**config.mk**
```make
export PLATFORM = sky130hd
export DESIGN_NAME = smidt_cell
export DESIGN_NICKNAME = d
export VERILOG_FILES = /design/src/design/smidt_pkg.sv /design/src/design/smidt_cell.sv
export SDC_FILE = /design/constraint.sdc
export NUM_CORES = 1
export LEC_CHECK = 0
export BUFFER_PORTS_ARGS = -buffer_cell sky130_fd_sc_hd__buf_2
export CORE_MARGIN = 10
export CORE_UTILIZATION = 41
export CTS_CLUSTER_SIZE = 14
export DETAILED_ROUTE_END_ITERATION = 10
export GPL_TIMING_DRIVEN = 0
export PLACE_DENSITY = 0.76
export SYNTH_ARGS = -nofsm -noshare
export SYNTH_HDL_FRONTEND = slang
export SYNTH_SLANG_ARGS = --single-unit
```
**constraint.sdc**
```tcl
create_clock -name clk -period 2 [get_ports clk]
set_clock_uncertainty 0.15 [all_clocks]
set_input_delay 0.3 -clock clk [delete_from_list [all_inputs] [get_ports clk]]
set_output_delay 0.3 -clock clk [all_outputs]
set_load 0.05 [all_outputs]
```
**src/design/smidt_pkg.sv**
```systemverilog
// ----------------------------------------------------------------------------
// Seen message identifier table package
// Shared types and constants for the duplicate message filter.
// ----------------------------------------------------------------------------
package smidt_pkg;

    // Default number of table slots.
    localparam int unsigned DEF_TABLE_ENTRIES = 64;

    // Field widths fixed by the message format.
    localparam int unsigned ID_HALF_W = 64;
    localparam int unsigned LINK_W    = 10;

    // Operation codes carried in the mode field.
    localparam logic MODE_REGISTER = 1'b0;
    localparam logic MODE_CHECK    = 1'b1;

    // One input beat.
    typedef struct packed {
        logic                 mode;
        logic [ID_HALF_W-1:0] id_high;
        logic [ID_HALF_W-1:0] id_low;
        logic [LINK_W-1:0]    source_link;
    } item_t;

    // One result beat.
    typedef struct packed {
        logic              seen;
        logic [LINK_W-1:0] from_link;
    } result_t;

    // Search token handed from one cell to the next.
    typedef struct packed {
        logic              tok;
        logic              hit;
        logic [LINK_W-1:0] link;
    } chain_t;

endpackage

```
**src/design/smidt_cell.sv**
```systemverilog
// ----------------------------------------------------------------------------
// Seen message identifier table cell
// Holds one table slot and passes the search token on to the next cell.
// ----------------------------------------------------------------------------
module smidt_cell
    import smidt_pkg::*;
#(
    parameter int unsigned TABLE_ENTRIES = DEF_TABLE_ENTRIES,
    parameter int unsigned IDX           = 0,
    parameter int unsigned SLOT_W        = $clog2(TABLE_ENTRIES)
)
(
    input  logic                 clk,
    input  logic                 rst_n,
    input  logic                 wr_en,
    input  logic [SLOT_W-1:0]    wr_slot,
    input  item_t                wr_item,
    input  logic [ID_HALF_W-1:0] key_high,
    input  logic [ID_HALF_W-1:0] key_low,
    input  chain_t               chain_in,
    output chain_t               chain_out
);

    logic                 valid_reg;
    logic [ID_HALF_W-1:0] id_high_reg;
    logic [ID_HALF_W-1:0] id_low_reg;
    logic [LINK_W-1:0]    link_reg;
    logic                 wr_here;
    logic                 match;
    chain_t               chain_reg;
    chain_t               chain_next;

    // A register beat lands in this slot when the write pointer names it.
    assign wr_here = wr_en && (wr_slot == SLOT_W'(IDX));

    // Slot contents carry no reset; only the valid mark is cleared.
    always_ff @(posedge clk)
    begin
        if (wr_here)
        begin
            id_high_reg <= wr_item.id_high;
            id_low_reg  <= wr_item.id_low;
            link_reg    <= wr_item.source_link;
        end
    end

    always_ff @(posedge clk or negedge rst_n)
    begin
        if (!rst_n)
        begin
            valid_reg <= 1'b0;
        end
        else if (wr_here)
        begin
            valid_reg <= 1'b1;
        end
    end

    // Compare the broadcast key with this slot.
    assign match = valid_reg && (id_high_reg == key_high) && (id_low_reg == key_low);

    // An earlier hit from a lower slot is kept; otherwise this slot may claim it.
    always_comb
    begin
        chain_next = chain_in;
        if (chain_in.tok && !chain_in.hit && match)
        begin
            chain_next.hit  = 1'b1;
            chain_next.link = link_reg;
        end
    end

    always_ff @(posedge clk or negedge rst_n)
    begin
        if (!rst_n)
        begin
            chain_reg <= '0;
        end
        else
        begin
            chain_reg <= chain_next;
        end
    end

    assign chain_out = chain_reg;

endmodule

```
# Word-level counts from Yosys, hierarchy flattened
# Index checks and enable logic that the tools add are counted.
[classes] n_eq_ne=2 n_mux=1 n_reduce_logical=7
[ops] op="$eq A64 B64 Y1" n=2
[ops] op="$mux W11" n=1
[ops] op="$logic_not A6 Y1" n=1
[ops] op="$logic_and A1 B1 Y1" n=5
[ops] op="$logic_not A1 Y1" n=1
[totals] regBits=151 wordCells=17

# Longest topological paths before layout
[logic_depth] word_depth=5 mapped_depth=7 mapped_depth_nobuf=6

# Least setup slack after synthesis
# No wires, ideal clock.
[synth_path] path_type="input-to-reg" from="in wr_slot[2]" to="reg valid_reg" setup_time_ns=0.150 arrival_time_ns=15.162 path_slack_ns=-13.462 cell_stages=3 n_path_buf=0 cell_sequence="or4b_2 nor4_1 or2_2"
[synth_between] elab_chain_len=2
[synth_lines] item="from (decl)" line="smidt_cell.sv:16" text="input logic [SLOT_W-1:0] wr_slot,"
[synth_lines] item="$logic_not A6 Y1" line="smidt_cell.sv:34" text="assign wr_here = wr_en && (wr_slot == SLOT_W'(IDX));"
[synth_lines] item="$logic_and A1 B1 Y1" line="smidt_cell.sv:34"
[synth_lines] item="via wr_here" line="smidt_cell.sv:28" text="logic wr_here;"
[synth_lines] item="to (signal assigned)" line="smidt_cell.sv:51" text="valid_reg <= 1'b0;"
[synth_lines] item="to (signal assigned)" line="smidt_cell.sv:55" text="valid_reg <= 1'b1;"
[synth_lines] item="to (decl)" line="smidt_cell.sv:24" text="logic valid_reg;"
# The timed path passes the listed nets, and every way through them passes these cells.
# A chain may end at the register's enable or synchronous reset.

==> results.md <==
- Power per standard cell area: 732.9 nW/um^2
- Critical path type: reg -> reg
- I/O Buffers: 298
- Vias/cell: 4.705
- Gr busiest metal: met2
- Internal: 5.875 mW
- CTS tree: yes
- Max_cap viols: 0
- Detailed-route via count: 4,809
- Post-route DRC: 0
- Later-pin clock latency in the skew report: 0.42 ns
- Fin. Hold Viols: 0
- Arr. time, crit path: 2.55 ns
- Comb pwr share: 0.109
- Net Count, Synth: 628
- CP dominant cell by count: nand4_1
- Post-route cell area: 10,130 sq um
- Clock buffer depth: 2
- Layout cell share with drive strength beyond 1: 0.4406
- CTS H-tree depth: 4
- First-pass GRT wire length: 30,710 microns
- Worst-Margin Slew: 0.4028 ns
- Pre-CTS WS: -0.8517 ns
- Max stage delay on crit path: 0.42 ns
- Flop pwr share: 0.471
- Status: complete, but fails checks
- Total grt overflow: 0
- Post-synthesis register bit count: 151
- Wire length per cell: 20.33 microns
- Hold WC Path Type: in -> async
- Hpwl dp: 13,720 microns
- Starting Density: 0.4183
- Post-synth cell types: 17
- Unrepaired setup endpoints after global routing: yes
- Tmin final: 2.398 ns
- Total wire length: 20,780 microns
- Clk pin slew, worst setup/hold paths: 0.06 ns
- Final-report max-slew violation count: 0
- CP max stage cell: nor4_2
- Die area: 20,040 sq um
- Number of CTS-inserted buffers: 17
- Setup TNS: -3.989 ns
- Final WS setup: -0.3982 ns
- Achievable frequency: 417.0 MHz
- CTS root buf: clkbuf_16
- Initial antenna violation count: 5
- Fillers: 934
- Sw power: 1.549 mW
- Synth Area per Inst: 17.81 sq um
- CP required: 2.15 ns
- Die width: 141.5 microns
- Power, Total: 7.424 mW
- Crit path launch type: flip-flop
- Nets: 1,108
- Final setup fails: 11
- CP Cell Sequence: xor2_1 > nor4_2 > nand4_1 > nor2_1 > nand4_1 > buf_6 > mux2_4
- Failing checks: setup timing
- Slew HR: 0.7293
- DRT iter0 DRCs: 196
- Critical path capture point type: flip-flop
- Routing usage on met1: 0.1923
- Met3 Track Usage GR: 0.07844
- Layout Area Growth over Synthesis: 67.24%
- Critical Path Fanout Max: 10
- FP Rows: 44
- Clock share of power: 0.421
- Yosys Warn Count: 0
- Largest net degree at the start of global routing: 18
- Post-synthesis sequential area ratio: 0.7379
- Sink Count: 151
- Vias in the first global route: 5,619
- GPL Wtd Cong: 0.8296
- Tot GR Track Use: 0.2026
- Leak: 4.211 nW
- Final ANT Viol Nets: 0
- I/O Pins: 300
- Fin crit share: 1.199
- Router iterations before antenna repair: 4
- Worst VDD drop: 468.6 uV
- Syn Inst Count: 340
- Switching share of total power: 0.2086
- Core Region: 14,480 sq um
- Die H: 141.5 microns
- Met2 Use GR: 0.3712
- Area post-placement: 7914 sq um
- Synth Cell Area: 6057 sq um
-- synthesized netlist by cell type --
| master | instances | area share |
|---|---|---|
| nor2_1 | 1 | 0.00062 |
| or4_1 | 1 | 0.0012 |
| xnor2_1 | 20 | 0.029 |
| nand4_1 | 12 | 0.012 |
| nand3_1 | 1 | 0.00083 |
| nor4_1 | 28 | 0.029 |
| nand2_1 | 1 | 0.00062 |
| edfxtp_1 | 138 | 0.68 |
| or2_2 | 1 | 0.0010 |
| xor2_1 | 108 | 0.16 |
| buf_6 | 1 | 0.0019 |
| nor3_1 | 3 | 0.0025 |
| or4b_2 | 1 | 0.0017 |
| mux2_4 | 9 | 0.022 |
| or2b_1 | 1 | 0.0012 |
| dfrtp_1 | 13 | 0.054 |
| mux2_2 | 1 | 0.0019 |
-- kinds of logic (layout without fill, tap and decap cells) --
kind of cell / after synthesis / in the layout / share of synthesized area
flip-flops: 151 / 151 / 0.7379
other: 0 / 5 / 0
XOR/XNOR: 128 / 128 / 0.1851
AND/OR/NAND/NOR: 50 / 50 / 0.05102
buffers and inverters: 1 / 494 / 0.001859
multiplexers: 10 / 10 / 0.02417
-- layout make-up --
class	instances	area [sq um]	area share
well taps	184	230.2	0.02273
clock inverters	5	30.03	0.002964
plain buffers	1	11.26	0.001112
diodes	5	12.51	0.001235
multi-input cells	188	1679	0.1658
flip-flops and latches	151	4469	0.4412
repair buffers	461	3142	0.3102
clock buffers	27	555.5	0.05484
-- power by group through the flow --
stage          sequential [mW]  combinational [mW]  clock [mW]
2_1_floorplan             3.61               0.133           0
3_3_place_gp              3.56               0.507           0
3_5_place_dp              3.56               0.531           0
4_1_cts                   3.49               0.772        3.14
5_1_grt                   3.50               0.861        3.30
6_report                  3.50               0.806        3.12
-- timing repair --
action / in CTS / in global routing
endpoints found under the setup margin: 104 / 11
gates resized for setup: 6 / 8
endpoints found under the hold margin: 163 / 0
buffers inserted: 3 / 0
hold buffers: 151 / 0
pin swaps: 2 / 2
-- routing by layer --
metal	part of all wire	routed length, microns	vias to the layer above
met5	0	0	-
met4	0.035	735	0
met3	0.089	1850	41
met2	0.54	11210	249
met1	0.34	6979	2280
li1	-	-	2239
-- cells in the final DEF, fill, tap and decap left out, types with 2 or more instances in the layout --
cell             n
buf_2          298
buf_4            3
buf_6            6
buf_8            4
clkbuf_1         3
clkbuf_16       19
clkbuf_8         5
clkinv_2         2
dfrtp_1         13
diode_2          5
dlygate4sd3_1  151
edfxtp_1       138
inv_4            2
mux2_4           9
nand4_1         12
nor3_2           2
nor4_1          17
nor4_2          10
xnor2_1         19
xor2_1         108
-- metrics by stage --
step | instances | util | hold WS, ns
after floorplan | 340 | - | -0.1456
after global placement | 822 | 0.5385 | 0.03712
after detailed placement | 831 | 0.5466 | 0.04547
after CTS | 1017 | 0.6953 | 0.1353
after global routing | 1022 | 0.6996 | 0.1987
final | 1022 | 0.6996 | 0.1841
-- critical path, delay by kind of cell (launching register included) --
| kind | cells | cell delay [ns] |
|---|---|---|
| and+or+nand+nor | 4 | 1.02 |
| buffers and inverters | 1 | 0.21 |
| DFF | 1 | 0.39 |
| xor gates and xnor gates | 1 | 0.19 |
| muxes | 1 | 0.31 |
-- worst paths after layout --
check / start / endpoint / slack [ns] / depth (start not counted)
max in group asynchronous: rst_n / chain_out[11] / 1.29 / 2
hold / removal: rst_n / chain_out[9] / 0.18 / 2
min in group clk: wr_slot[0] / id_low_reg[27] / 0.20 / 3
setup reg to reg: id_high_reg[41] / chain_out[2] / -0.40 / 7
hold reg to reg: valid_reg / valid_reg / 0.33 / 1
setup / recovery: id_high_reg[41] / chain_out[2] / -0.40 / 7
No activity file was read; power rests on OpenSTA's default activity.
